[src/pit_pkg.sv]
// Package for the periodic interrupt timer: item codes, register selectors,
// control register bit layout and parameter defaults. No dependencies.
`default_nettype none

package pit_pkg;

  // Field widths of one item
  localparam int FUNC_BITS = 2;
  localparam int SEL_BITS  = 3;
  localparam int DATA_BITS = 32;

  // Parameter defaults
  localparam int COUNT_BITS_DEFAULT    = 32;
  localparam int PRESCALE_BITS_DEFAULT = 12;

  // Item function codes
  localparam logic [FUNC_BITS-1:0] FUNC_TICK  = 2'd0;
  localparam logic [FUNC_BITS-1:0] FUNC_WRITE = 2'd1;
  localparam logic [FUNC_BITS-1:0] FUNC_READ  = 2'd2;

  // Register selectors
  localparam logic [SEL_BITS-1:0] REG_CONTROL = 3'd0;
  localparam logic [SEL_BITS-1:0] REG_STATUS  = 3'd1;
  localparam logic [SEL_BITS-1:0] REG_RELOAD  = 3'd2;
  localparam logic [SEL_BITS-1:0] REG_COMPARE = 3'd3;
  localparam logic [SEL_BITS-1:0] REG_COUNTER = 3'd4;

  // Control register layout
  localparam int CTRL_BITS      = 26;
  localparam int CTRL_EN_BIT    = 0;
  localparam int CTRL_ENMOD_BIT = 1;
  localparam int CTRL_OCIEN_BIT = 2;
  localparam int CTRL_RLD_BIT   = 3;
  localparam int CTRL_PRE_LSB   = 4;
  localparam int CTRL_CLK_LSB   = 24;
  localparam int CTRL_CLK_BITS  = 2;

  // Status register layout
  localparam int STAT_FLAG_BIT = 0;

endpackage

`default_nettype wire

[src/periodic_interrupt_timer.sv]
// Periodic down-counting interrupt timer with compare, behind a small register file.
// Depends on pit_pkg for item codes, register selectors and control bit layout.
// The timer takes one item per clock cycle while in_ready is high: a clock tick,
// a register write or a register read. Every item yields exactly one result,
// read_data (the selected register on reads, zero otherwise) plus interrupt_request
// as it stands after the item. All state updates for an item happen in the cycle
// the item is accepted, so the next item sees them at once; the result lands in a
// single output register. in_ready is high whenever that register is empty or is
// being taken in the same cycle, so with out_ready held high the block sustains
// one item per cycle; out_valid is registered at acceptance.
// Control: bit 0 enable, bit 1 load-on-enable, bit 2 compare interrupt enable,
// bit 3 reload mode, bits 4 and up the prescaler (divide by value+1), bits
// 25:24 clock source (zero stops counting). Status bit 0 is the sticky compare
// flag, cleared by writing 1. The counter register is read-only.
`default_nettype none

module periodic_interrupt_timer #(
  parameter int COUNT_BITS    = pit_pkg::COUNT_BITS_DEFAULT,
  parameter int PRESCALE_BITS = pit_pkg::PRESCALE_BITS_DEFAULT
) (
  input  logic                           clk,
  input  logic                           rst,
  input  logic                           in_valid,
  output logic                           in_ready,
  input  logic [pit_pkg::FUNC_BITS-1:0]  func,
  input  logic [pit_pkg::SEL_BITS-1:0]   reg_select,
  input  logic [pit_pkg::DATA_BITS-1:0]  write_data,
  output logic                           out_valid,
  input  logic                           out_ready,
  output logic [pit_pkg::DATA_BITS-1:0]  read_data,
  output logic                           interrupt_request
);

  import pit_pkg::*;

  // Architectural state
  logic [CTRL_BITS-1:0]     control;
  logic                     compare_flag;
  logic [COUNT_BITS-1:0]    reload_value;
  logic [COUNT_BITS-1:0]    compare_value;
  logic [COUNT_BITS-1:0]    count_value;
  logic [PRESCALE_BITS-1:0] prescale_count;

  logic [CTRL_BITS-1:0]     control_next;
  logic                     compare_flag_next;
  logic [COUNT_BITS-1:0]    reload_value_next;
  logic [COUNT_BITS-1:0]    compare_value_next;
  logic [COUNT_BITS-1:0]    count_value_next;
  logic [PRESCALE_BITS-1:0] prescale_count_next;
  logic [DATA_BITS-1:0]     read_data_next;

  logic                     in_accept;
  logic [PRESCALE_BITS-1:0] prescale_limit;
  logic [COUNT_BITS-1:0]    restart_value;
  logic [COUNT_BITS-1:0]    count_stepped;
  logic [63:0]              write_wide;
  logic [63:0]              reload_wide;
  logic [63:0]              compare_wide;
  logic [63:0]              count_wide;

  // Take a new item whenever the result register is free or draining.
  assign in_ready  = !out_valid || out_ready;
  assign in_accept = in_valid && in_ready;

  assign prescale_limit = control[CTRL_PRE_LSB +: PRESCALE_BITS];
  assign restart_value  = control[CTRL_RLD_BIT] ? reload_value : '1;
  // At zero restart the period, else count down by one.
  assign count_stepped  = (count_value == '0) ? restart_value
                                              : count_value - COUNT_BITS'(1);

  // Width adapters between the 32-bit bus and the counter width.
  assign write_wide   = {32'd0, write_data};
  assign reload_wide  = 64'(reload_value);
  assign compare_wide = 64'(compare_value);
  assign count_wide   = 64'(count_value);

  always_comb begin
    control_next        = control;
    compare_flag_next   = compare_flag;
    reload_value_next   = reload_value;
    compare_value_next  = compare_value;
    count_value_next    = count_value;
    prescale_count_next = prescale_count;
    read_data_next      = '0;

    case (func)
      FUNC_TICK: begin
        // Count only while enabled and fed by a clock source.
        if (control[CTRL_EN_BIT] && (control[CTRL_CLK_LSB +: CTRL_CLK_BITS] != '0)) begin
          if (prescale_count != prescale_limit) begin
            prescale_count_next = prescale_count + PRESCALE_BITS'(1);
          end else begin
            prescale_count_next = '0;
            count_value_next    = count_stepped;
            if (count_stepped == compare_value) begin
              compare_flag_next = 1'b1;
            end
          end
        end
      end
      FUNC_WRITE: begin
        case (reg_select)
          REG_CONTROL: begin
            control_next = write_data[CTRL_BITS-1:0];
            // Enable rising edge: restart the prescaler, optionally reload.
            if (!control[CTRL_EN_BIT] && write_data[CTRL_EN_BIT]) begin
              prescale_count_next = '0;
              if (write_data[CTRL_ENMOD_BIT]) begin
                count_value_next = write_data[CTRL_RLD_BIT] ? reload_value : '1;
              end
            end
          end
          REG_STATUS: begin
            if (write_data[STAT_FLAG_BIT]) begin
              compare_flag_next = 1'b0;
            end
          end
          REG_RELOAD:  reload_value_next  = write_wide[COUNT_BITS-1:0];
          REG_COMPARE: compare_value_next = write_wide[COUNT_BITS-1:0];
          default: ;  // counter and unused selectors drop the write
        endcase
      end
      FUNC_READ: begin
        case (reg_select)
          REG_CONTROL: read_data_next = DATA_BITS'(control);
          REG_STATUS:  read_data_next = DATA_BITS'(compare_flag);
          REG_RELOAD:  read_data_next = reload_wide[DATA_BITS-1:0];
          REG_COMPARE: read_data_next = compare_wide[DATA_BITS-1:0];
          REG_COUNTER: read_data_next = count_wide[DATA_BITS-1:0];
          default:     read_data_next = '0;
        endcase
      end
      default: ;  // unused code: no effect, result reads zero
    endcase
  end

  // State and result register
  always_ff @(posedge clk) begin
    if (rst) begin
      control        <= '0;
      compare_flag   <= 1'b0;
      reload_value   <= '1;
      compare_value  <= '0;
      count_value    <= '1;
      prescale_count <= '0;
      out_valid      <= 1'b0;
    end else begin
      if (in_accept) begin
        control        <= control_next;
        compare_flag   <= compare_flag_next;
        reload_value   <= reload_value_next;
        compare_value  <= compare_value_next;
        count_value    <= count_value_next;
        prescale_count <= prescale_count_next;
        out_valid      <= 1'b1;
      end else if (out_ready) begin
        out_valid <= 1'b0;
      end
    end
  end

  always_ff @(posedge clk) begin
    if (in_accept) begin
      read_data         <= read_data_next;
      interrupt_request <= compare_flag_next && control_next[CTRL_OCIEN_BIT];
    end
  end

  // A held result always reflects the current state, since state only moves
  // when a new item is accepted.
  a_irq_matches_state: assert property (@(posedge clk) disable iff (rst)
    out_valid |-> (interrupt_request == (compare_flag && control[CTRL_OCIEN_BIT])))
    else $error("interrupt_request does not match flag and enable");

  // A status write with bit 0 set clears the flag.
  a_flag_clear: assert property (@(posedge clk) disable iff (rst)
    (in_accept && (func == FUNC_WRITE) && (reg_select == REG_STATUS)
     && write_data[STAT_FLAG_BIT]) |=> !compare_flag)
    else $error("compare flag not cleared by status write");

  // A tick while disabled leaves counter and prescaler alone.
  a_disabled_tick: assert property (@(posedge clk) disable iff (rst)
    (in_accept && (func == FUNC_TICK) && !control[CTRL_EN_BIT])
    |=> ($stable(count_value) && $stable(prescale_count)))
    else $error("counter moved while disabled");

  // No state change without an accepted item.
  a_idle_hold: assert property (@(posedge clk) disable iff (rst)
    !in_accept |=> ($stable(count_value) && $stable(control) && $stable(compare_flag)))
    else $error("state changed without an item");

endmodule

`default_nettype wire
[config.mk]
export PLATFORM = sky130hd
export DESIGN_NAME = periodic_interrupt_timer
export DESIGN_NICKNAME = d
export VERILOG_FILES = /design/src/pit_pkg.sv /design/src/periodic_interrupt_timer.sv
export SDC_FILE = /design/constraint.sdc
export NUM_CORES = 1
export LEC_CHECK = 0
export BUFFER_PORTS_ARGS = -buffer_cell sky130_fd_sc_hd__buf_2
export CAP_MARGIN = 20
export CORE_ASPECT_RATIO = 1.4
export CORE_MARGIN = 2
export CORE_UTILIZATION = 35
export CTS_BUF_LIST = sky130_fd_sc_hd__clkbuf_16
export CTS_CLUSTER_DIAMETER = 120
export DETAILED_ROUTE_END_ITERATION = 10
export HOLD_SLACK_MARGIN = 0.08
export PLACE_DENSITY = 0.51
export SKIP_LAST_GASP = 1
export SLEW_MARGIN = 15
export SYNTH_ARGS = -nofsm -noshare
export SYNTH_HDL_FRONTEND = slang
export SYNTH_SLANG_ARGS = --single-unit
export TNS_END_PERCENT = 100
[constraint.sdc]
create_clock -name clk -period 9.55 [get_ports clk]
set_input_delay 1.91 -clock clk [delete_from_list [all_inputs] [get_ports clk]]
set_output_delay 1.91 -clock clk [all_outputs]
set_load 0.03 [all_outputs]
==> metrics.md, run 1 <==
| Metric | Value |
|---|---|
| Outcome | `completed` |
| Setup Crit Path Kind | `input port to flop` |
| RePlAce Congestion | `0.9966` |
| Comb pwr share | `7.0%` |
| CTS H-Tree Depth | `4` |
| FMAX | `227.8 MHz` |
| Post-layout min period | `4.391 ns` |
| Register area share after synthesis | `42.19%` |
| Drt pass-1 iters | `5` |
| Post-synth ARST share | `0%` |
| Max cap viols | `0` |
| Routed wire length | `34.32 mm` |
| Clk pwr share | `45.3%` |
| Fillers | `2591` |
| Synth Instances | `1115` |
| Row count | `68` |
| Power Total | `1.565 mW` |
| Final setup violation count | `0` |
| P_sw | `444.9 uW` |
| CP peak stage delay | `0.75 ns` |
| Cell area after synthesis | `8802 um^2` |
| CTS tree | `yes` |
| Die width | `138.0 um` |
| Ys Warns | `0` |
| Skew final | `0.01727 ns` |
| PD cells | `155.7 nW/um^2` |
| Main synth FF type | `dfxtp_1` |
| First-pass GRT wire length | `51.32 mm` |
| Post-synth EDFFs | `33` |
| Io pins | `76` |
| Final Max Tran Viols | `0` |
| Sw Ratio | `28.44%` |
| Worst-Skew Late Latency | `0.45 ns` |
| Post-CTS Hold Fix Bufs | `0` |
| GRT overflow | `0` |
| Sequential fraction of design power | `47.7%` |
| Period Utilization, post-route | `45.97%` |
| Multi-input logic area | `4697 um^2` |
| Final worst slack | `5.159 ns` |
| Detail Placement HPWL | `24.41 mm` |
| Setup TNS | `0 ns` |
| Mapped Avg Cell Area | `7.894 um^2` |
| FF+latch area | `3714 um^2` |
| Hold slack | `0.4624 ns` |
| Post-CTS setup buffer count | `0` |
| CTS max path bufs | `2` |
| Synth Register Bits | `169` |
| Netlist cell types | `64` |
| Starting Density | `35.67%` |
| Post-cts sizing count | `0` |
| Share of layout cells above drive strength 1 | `12.67%` |
| Internal power | `1.120 mW` |
| Vias in the first global route | `8349` |
| Crit-path slowest cell | `a211oi_1` |
| RSZ-0062 raised after global routing | `false` |
| Worst Tran Pin Value | `1.090 ns` |
| Hold Vio Cnt, Final | `0` |
| Slew headroom | `26.69%` |
| Core ar. | `24670 um^2` |
| Static Leak | `3.592 nW` |
| Die H | `191.6 um` |
| Post-Place Setup Slack | `4.694 ns` |
| Layout Cells excl Fill | `1475` |
| Worst EP required | `9.94 ns` |
| Max FO, Critical Path | `64` |
| Vias per cell | `5.885` |
| Routed WL per cell | `23.27 um` |
| Dpl cells | `1442` |
| VDD IR max | `116.9 uV` |
| DR DRC count | `0` |
| Post-Syn Nets | `1158` |
| Area growth, synth to finish | `14.14%` |
| Largest net degree at the start of global routing | `66` |
| Worst endpoint data arrival time | `4.78 ns` |
| Die area | `26450 um^2` |
| TritonCTS Buffers | `17` |
| Initial DRC count | `827` |
| Initial antenna violation count | `0` |
| Via count | `8680` |
| Final net count | `1190` |
| DRT antenna net count | `0` |
| CP Capture Type | `flop` |
| Root buffer cell | `clkbuf_16` |
| Clock transition at path regs | `0.08 ns` |
| Tot GR Track Use | `25.65%` |
| Hold WC Path Type | `flop to flop` |
| Port buffer count | `75` |
| Clock sink total | `169` |
| Number of diodes | `0` |
| Setup crit start kind | `input port` |
| CP cell instances | `buf_2 -> nor3_2 -> buf_4 -> nand4b_1 -> a211oi_1 -> o31ai_1 -> o21bai_4 -> buf_4 -> a211oi_1 -> a21oi_1 -> nand2_1` |
## cell usage after synthesis (25+ instances only)
cell type  instances  area [um^2]
nand2_1          242        908.4
dfxtp_1          136         2723
a21oi_1          117        585.6
nor2_1            77        289.0
clkbuf_1          68        255.2
a22oi_1           51        382.9
nand3_1           40        200.2
edfxtp_1          33        991.0
o211ai_1          33        247.7
xnor2_1           31        271.5
o21ai_0           30        150.1
inv_1             25        93.84
## per-stage QoR
stage	utilization, %	area (um^2)
after floorplan	-	8802
after global placement	38.15	9413
after detailed placement	38.15	9413
after CTS	40.61	10020
after global routing	40.72	10050
final	40.72	10050
## critical path, delay by kind of cell
| family | cells | cell delay, ns |
|---|---|---|
| AOI/OAI and AO/OA | 5 | 1.54 |
| buffers and inverters | 3 | 0.90 |
| and+or+nand+nor | 3 | 0.36 |
## worst paths after layout
kind             startpoint                end  slack [ns]  cells past startpoint
max reg2reg  count_value[0]  interrupt_request        5.58                     10
min             control[17]        control[17]        0.46                      2
max           reg_select[0]    count_value[29]        5.16                     11
min reg2reg     control[17]        control[17]        0.46                      2
## cell type report
cell class / instances / area share [%]
clock buffer: 17 / 4.234
clock inverter: 15 / 1.806
inverter: 26 / 0.9714
multi-input combinational: 839 / 46.75
sequential: 169 / 36.96
tap: 315 / 3.923
timing repair buffer: 94 / 5.355
## power by group through the flow
stage / Combinational, mW / Clock (mW) / Sequential, mW
final: 0.110 / 0.708 / 0.747
after global routing: 0.117 / 0.739 / 0.748
after CTS: 0.109 / 0.717 / 0.747
after detailed placement: 0.109 / 0 / 0.763
after global placement: 0.109 / 0 / 0.763
after floorplan: 0.0455 / 0 / 0.777
## layer usage
| layer | track usage, % | part of all wire [%] | up-vias |
|---|---|---|---|
| met5 | 0 | 0 | - |
| met4 | 13.27 | 5.4 | 0 |
| met3 | 3.615 | 5.1 | 107 |
| met2 | 46.06 | 50 | 348 |
| met1 | 29.77 | 39 | 4152 |
| li1 | - | - | 4073 |
## layout by cell type, fill, tap and decap left out, types with 5 or more instances in the layout
cell | netlist | layout
a211oi_1 | 5 | 5
a21oi_1 | 117 | 116
a22oi_1 | 51 | 51
a31oi_1 | 9 | 9
and3_1 | 7 | 7
buf_2 | 8 | 75
buf_4 | 0 | 18
clkbuf_16 | 0 | 17
clkinv_8 | 0 | 7
dfxtp_1 | 136 | 136
edfxtp_1 | 33 | 33
inv_1 | 25 | 25
mux2i_1 | 11 | 11
nand2_1 | 242 | 242
nand2b_1 | 9 | 9
nand3_1 | 40 | 40
nand3b_1 | 6 | 6
nand4_1 | 13 | 13
nor2_1 | 77 | 75
nor3_1 | 16 | 15
nor4_1 | 17 | 15
o211ai_1 | 33 | 33
o21ai_0 | 30 | 30
o221ai_1 | 5 | 5
o22ai_1 | 22 | 22
or3_1 | 14 | 14
or4_1 | 8 | 8
xnor2_1 | 31 | 31
xor2_1 | 19 | 19
## cells by family (layout without fill, tap and decap cells)
| group | count (synthesis) | count (layout) | synth area share, % |
|---|---|---|---|
| AO/OA/AOI/OAI | 303 | 303 | 21.73 |
| buffers and inverters | 107 | 152 | 4.932 |
| AND/OR/NAND/NOR | 470 | 470 | 24.21 |
| adder cells (fa/ha/maj) | 2 | 2 | 0.2842 |
| XOR/XNOR | 50 | 50 | 4.975 |
| multiplexers | 14 | 14 | 1.677 |
| flip-flops | 169 | 169 | 42.19 |
## sequential cells by signal, indices dropped and copies added, names as in the netlist
signal             flops
compare_value         32
interrupt_request      1
count_value           32
prescale_count        12
compare_flag           1
read_data             32
reload_value          32
control               26
out_valid              1
(Power assumes the default switching activity.)
==> run 2, diff against run 1 <==
ABC_AREA = 1   (was default)
PLACE_DENSITY = 0.5   (was 0.51)
clock period = 4.6 ns   (was 9.55 ns; I/O delays follow)
==> run 2 against run 1 <==
First-iteration DRC count down 20%. Routed wire length down 2.1%. Synthesized cell count up 15%. Core utilization down 0.24 points. Critical path depth up 5. Setup slack worse by 3.6 ns. Design area up 2.6%. Combinational power rose to 2.9 times the previous value. Via count up 4.3%. Register-to-register slack worse by 4.0 ns. Global-route usage down 0.94 points. Clock skew down 0.0070 ns.
==> metrics.md, run 2 <==
| Metric | Value |
|---|---|
| Routed wire length | `33.61 mm` |
| Vias in the first global route | `8853` |
| Power Total | `3.330 mW` |
| Detail Placement HPWL | `24.17 mm` |
| Routed WL per cell | `20.25 um` |
| Synth Register Bits | `169` |
| CTS max path bufs | `2` |
| Post-CTS Hold Fix Bufs | `0` |
| Setup Crit Path Kind | `flop to flop` |
| Post-layout min period | `3.062 ns` |
| GRT overflow | `0` |
| Post-Syn Nets | `1325` |
| Starting Density | `35.70%` |
| Die width | `140.2 um` |
| Post-Place Setup Slack | `1.379 ns` |
| First-pass GRT wire length | `51.35 mm` |
| Number of diodes | `0` |
| Setup crit start kind | `flop` |
| Share of layout cells above drive strength 1 | `11.26%` |
| VDD IR max | `259.3 uV` |
| Final worst slack | `1.538 ns` |
| Row count | `69` |
| Drt pass-1 iters | `5` |
| Mapped Avg Cell Area | `7.092 um^2` |
| Static Leak | `4.428 nW` |
| Post-CTS setup buffer count | `0` |
| Max cap viols | `0` |
| Tot GR Track Use | `24.71%` |
| Most common cell after layout, fill and taps aside | `nand2_1` |
| Skew final | `0.01028 ns` |
| Hold slack | `0.5020 ns` |
| Worst endpoint data arrival time | `3.35 ns` |
| Die area | `27300 um^2` |
| Multiplexer share of the synthesized area | `0.1101%` |
| Initial DRC count | `663` |
| Synth Instances | `1282` |
| Adder-Cell Fraction of Synth Area | `0.2752%` |
| Main synth FF type | `dfxtp_1` |
| Post-synth EDFFs | `33` |
| Worst-Skew Late Latency | `0.44 ns` |
| Largest family of logic cells by synthesized area | `simple AND/OR/NAND/NOR gates` |
| Outcome | `completed` |
| Complex-gate fraction of the synthesized area | `19.14%` |
| Most frequent cells in the layout | `nand2_1 (288), nor2_1 (194), dfxtp_1 (136)` |
| Post-synth ARST share | `0%` |
| Top cell type's share of synthesized area | `29.94%` |
| CTS tree | `yes` |
| PD cells | `323.0 nW/um^2` |
| RSZ-0062 raised after global routing | `false` |
| Largest net degree at the start of global routing | `69` |
| Worst Tran Pin Value | `1.082 ns` |
| Clock sink total | `169` |
| Core ar. | `25470 um^2` |
| Ys Warns | `0` |
| DRT antenna net count | `0` |
| Initial antenna violation count | `0` |
| CP Capture Type | `flop` |
| Hold Vio Cnt, Final | `0` |
| RePlAce Congestion | `0.9251` |
| Area growth, synth to finish | `13.39%` |
| Commonest cells in the netlist | `nand2_1 (289), nor2_1 (196), dfxtp_1 (136), inv_1 (119), nand3_1 (92)` |
| Register area share after synthesis | `40.84%` |
| Max FO, Critical Path | `32` |
| Simple-gate share of the synthesized area | `28.95%` |
| Post-cts sizing count | `0` |
| Count leader, synth | `nand2_1` |
| Hold WC Path Type | `flop to flop` |
| DR DRC count | `0` |
| Root buffer cell | `clkbuf_16` |
| Synth area leader | `dfxtp_1` |
| TritonCTS Buffers | `17` |
| XOR/XNOR Fraction of Synth Area | `2.408%` |
| Via count | `9049` |
| Cell area after synthesis | `9092 um^2` |
| Synth area leaders | `dfxtp_1 (30%), nand2_1 (12%), edfxtp_1 (11%)` |
| Setup TNS | `0 ns` |
| Worst EP required | `4.89 ns` |
| Period Utilization, post-route | `66.56%` |
| Final setup violation count | `0` |
| Io pins | `76` |
| Final Max Tran Viols | `0` |
| Final net count | `1371` |
| Vias per cell | `5.451` |
| Dpl cell area | `9739 um^2` |
| Die H | `194.7 um` |
| FMAX | `326.6 MHz` |
| Clock transition at path regs | `0.07 ns` |
| CTS H-Tree Depth | `4` |
| Netlist cell types | `45` |
| Port buffer count | `75` |
| Final instance area | `10310 um^2` |
| Slew headroom | `27.78%` |
==> run 2: cell types whose count changed in the layout (fill, tap and decap cells not counted), moves of 10 or more <==
cell,delta
a221oi_1,+25
nor2_1,+119
o21ai_0,+45
xnor2_1,-28
a21oi_1,-55
nand3_1,+52
nor4_1,-14
inv_1,+95
o311ai_0,+27
mux2i_1,-10
a22oi_1,-51
o22ai_1,+10
or3_1,-14
nand2_1,+46
==> run 2: area by class of cell <==
cell class                      instances  area, um^2
Fill cell                            2737       15160
Clock buffer                           18       450.4
Timing Repair Buffer                   92       503.0
Tap cell                              319       399.1
Multi-Input combinational cell        923        4653
Inverter                              125       470.5
Sequential cell                       169        3714
Clock inverter                         14       120.1
==> run 2: cells by family (layout without fill, tap and decap cells) <==
kind of cell	Yosys count	after routing
compound gates	273	273
xor+xnor	25	25
fa+ha+maj	2	2
buf+inv	190	249
flops	169	169
mux	1	1
simple gates	622	622
==> run 2: stage by stage <==
| step | instances | util (%) |
|---|---|---|
| global route | 1660 | 40.48 |
| CTS | 1660 | 40.48 |
| global placement | 1628 | 38.24 |
| finish | 1660 | 40.48 |
| detailed placement | 1628 | 38.24 |
| floorplan | 1282 | - |
==> run 2: worst paths after layout <==
path	start	end	slack, ns	cells past startpoint
max	count_value[0]	interrupt_request	1.54	16
min	out_valid	out_valid	0.50	2
max reg2reg	count_value[0]	interrupt_request	1.54	16
min reg2reg	out_valid	out_valid	0.50	2
==> run 2: critical path, stage by stage (launching register included) <==
cell,delay (ns)
dfxtp_1,0.31
inv_1,0.11
ha_1,0.27
nand3_4,0.16
nor2_8,0.21
nand2_4,0.10
nor2_8,0.49
nand2_1,0.15
nand2_1,0.13
nand2_1,0.06
nand2_1,0.06
nand3_1,0.12
nor2_1,0.17
nand2_1,0.06
nor2_1,0.18
nand2_1,0.16
a21oi_1,0.15
==> run 2: report_power, final <==
part / internal, mW / switching, mW
clock: 0.780 / 0.645
combinational: 0.0914 / 0.232
sequential: 1.55 / 0.0312
total: 2.42 / 0.907
==> run 2: per-layer routing <==
layer | vias up | part of all wire (%) | track usage, %
met2 | 286 | 52 | 44.86
met4 | 0 | 3.7 | 10.29
met1 | 4269 | 40 | 28.47
li1 | 4427 | - | -
met5 | - | 0 | 0
met3 | 67 | 4.9 | 4.213
==> run 3, diff against run 2 <==
ABC_AREA = 0   (was 1)
PLACE_DENSITY = 0.52   (was 0.5)
clock period = 2.8 ns   (was 4.6 ns; I/O delays follow)
==> run 3 against run 2 <==
Largest power group unchanged. Critical path depth shrank 7. Register-to-register slack lost 2.0 ns. Setup slack lost 2.0 ns. Core utilization grew 7.3 points. Via count grew 3.9%. Sequential power grew 61%. Largest cell class unchanged. The flow now finishes with violations (setup timing). Clock power grew 69%. Worst hold slack lost 0.15 ns.
==> metrics.md, run 3 (same netlist as run 1, synthesis figures left out) <==
| Metric | Value |
|---|---|
| Die width | `138.0 um` |
| Final setup violation count | `12` |
| Detail Placement HPWL | `28.51 mm` |
| FMAX | `308.9 MHz` |
| Row count | `68` |
| CP Capture Type | `flop` |
| Outcome | `finished with violations` |
| RSZ-0062 raised after global routing | `true` |
| Tot GR Track Use | `28.35%` |
| Hold Startpoint | `in_valid` |
| Die area | `26450 um^2` |
| Layout Cells excl Fill | `1652` |
| Drt pass-1 iters | `5` |
| Port buffer count | `75` |
| Routed wire length | `37.60 mm` |
| Routed WL per cell | `22.76 um` |
| Failing checks | `setup timing` |
| DRT antenna net count | `0` |
| P_sw | `1.473 mW` |
| Io pins | `76` |
| Worst Tran Pin Value | `0.6457 ns` |
| Clk pwr share | `44.6%` |
| Worst EP required | `3.09 ns` |
| Vias per cell | `5.694` |
| Final instance area | `11780 um^2` |
| Via count | `9406` |
| First-pass GRT wire length | `56.86 mm` |
| Die H | `191.6 um` |
| Dpl cells | `1604` |
| PD cells | `457.5 nW/um^2` |
| Fillers | `2506` |
| Beginning of the worst register-to-register path | `count_value[8]` |
| Final Max Tran Viols | `0` |
| Core ar. | `24670 um^2` |
| CTS tree | `yes` |
| Root buffer cell | `clkbuf_16` |
| Most common cell after layout, fill and taps aside | `nand2_1` |
| CTS max path bufs | `2` |
| Power Total | `5.388 mW` |
| Worst endpoint data arrival time | `3.53 ns` |
| Critical R2R Capture | `interrupt_request` |
| Most frequent cells in the layout | `nand2_1 (242), buf_4 (180), dfxtp_1 (132)` |
| Max cap viols | `0` |
| Post-layout min period | `3.237 ns` |
| VDD IR max | `433.5 uV` |
| WHS Endpoint | `out_valid` |
| Comb pwr share | `8.3%` |
| Sw Ratio | `27.33%` |
| TritonCTS Buffers | `17` |
| Worst reg-to-reg setup slack | `-0.44 ns` |
| DR DRC count | `0` |
| Period Utilization, post-route | `115.6%` |
| Static Leak | `4.527 nW` |
| Initial antenna violation count | `1` |
| GRT overflow | `0` |
| Internal power | `3.916 mW` |
| Hold WC Path Type | `input port to flop` |
| Max FO, Critical Path | `6` |
| Setup crit start kind | `flop` |
| RePlAce Congestion | `0.9806` |
| Setup TNS | `-1.290 ns` |
| Reg2reg path depth | `9` |
| Initial DRC count | `654` |
| CTS H-Tree Depth | `4` |
| Sequential fraction of design power | `47.2%` |
| Final worst slack | `-0.4371 ns` |
| Vias in the first global route | `9373` |
| Clock transition at path regs | `0.08 ns` |
| Slew headroom | `56.80%` |
| Worst-Skew Late Latency | `0.45 ns` |
| Clock sink total | `169` |
| Area growth, synth to finish | `33.80%` |
| Hold Path Stages | `3` |
| Number of diodes | `0` |
| Final net count | `1367` |
| Share of layout cells above drive strength 1 | `27.52%` |
| Starting Density | `35.67%` |
| Skew final | `0.01487 ns` |
| Hold Vio Cnt, Final | `0` |
| Setup Crit Path Kind | `flop to flop` |
| Largest net degree at the start of global routing | `38` |
| Dpl cell area | `10730 um^2` |
[run 3: layout make-up]
type / instances / area, um^2 / share of cell area [%]
inverter: 26 / 97.59 / 0.8286
clock inverter: 15 / 157.7 / 1.339
multi-input combinational: 841 / 5009 / 42.53
tap: 315 / 394.1 / 3.346
timing repair buffer: 269 / 1976 / 16.77
sequential: 169 / 3719 / 31.57
clock buffer: 17 / 425.4 / 3.612
[run 3: critical path, cell delays in order, from the launching register on]
cell and delay, ns:
dfxtp_2 0.32, or4_4 0.54, or4_4 0.58, buf_6 0.16, or4_4 0.42, xor2_2 0.16
a21oi_2 0.16, xor2_1 0.11, or3b_4 0.41, o31ai_2 0.23
[run 3: power groups by stage]
| stage | sequential (mW) | combinational, mW | clock, mW |
|---|---|---|---|
| 4_1_cts | 2.54 | 0.420 | 2.43 |
| 6_report | 2.54 | 0.445 | 2.40 |
| 5_1_grt | 2.54 | 0.470 | 2.53 |
| 2_1_floorplan | 2.65 | 0.158 | 0 |
| 3_3_place_gp | 2.60 | 0.414 | 0 |
| 3_5_place_dp | 2.60 | 0.415 | 0 |
[run 3: stage by stage]
stage	worst slack [ns]	utilization [%]	hold WS, ns
6_report	-0.4371	47.73	0.3478
2_1_floorplan	-0.4051	-	0.4368
3_5_place_dp	-0.4476	43.49	0.4505
4_1_cts	-0.3924	46.25	0.3422
3_3_place_gp	-0.4311	43.49	0.4434
5_1_grt	-0.4914	47.73	0.3528
[run 3: worst max path at each step]
stage	start	to	slack [ns]	cells after the start
floorplan	count_value[5]	interrupt_request	-0.41	10
global route	count_value[8]	interrupt_request	-0.49	9
global placement	count_value[11]	interrupt_request	-0.43	9
CTS	count_value[7]	interrupt_request	-0.39	8
finish	count_value[8]	interrupt_request	-0.44	9
detailed placement	count_value[11]	interrupt_request	-0.45	9
[run 3: repair_timing]
item / 4_1_cts / 5_1_grt
buffers inserted: 4 / 9
resized for setup: 15 / 50
setup endpoints to repair: 18 / 29
gates cloned: 1 / 2
pin swaps: 11 / 19
hold buffers: 0 / 0
[run 3: metal layers]
layer  vias to the layer above  global-route usage, %  wire, um
li1                       4422                      -         -
met1                      4534                  31.92     14580
met2                       344                  51.16     19010
met3                       104                  4.288      1829
met4                         2                  16.13      2176
met5                         -                      0        13
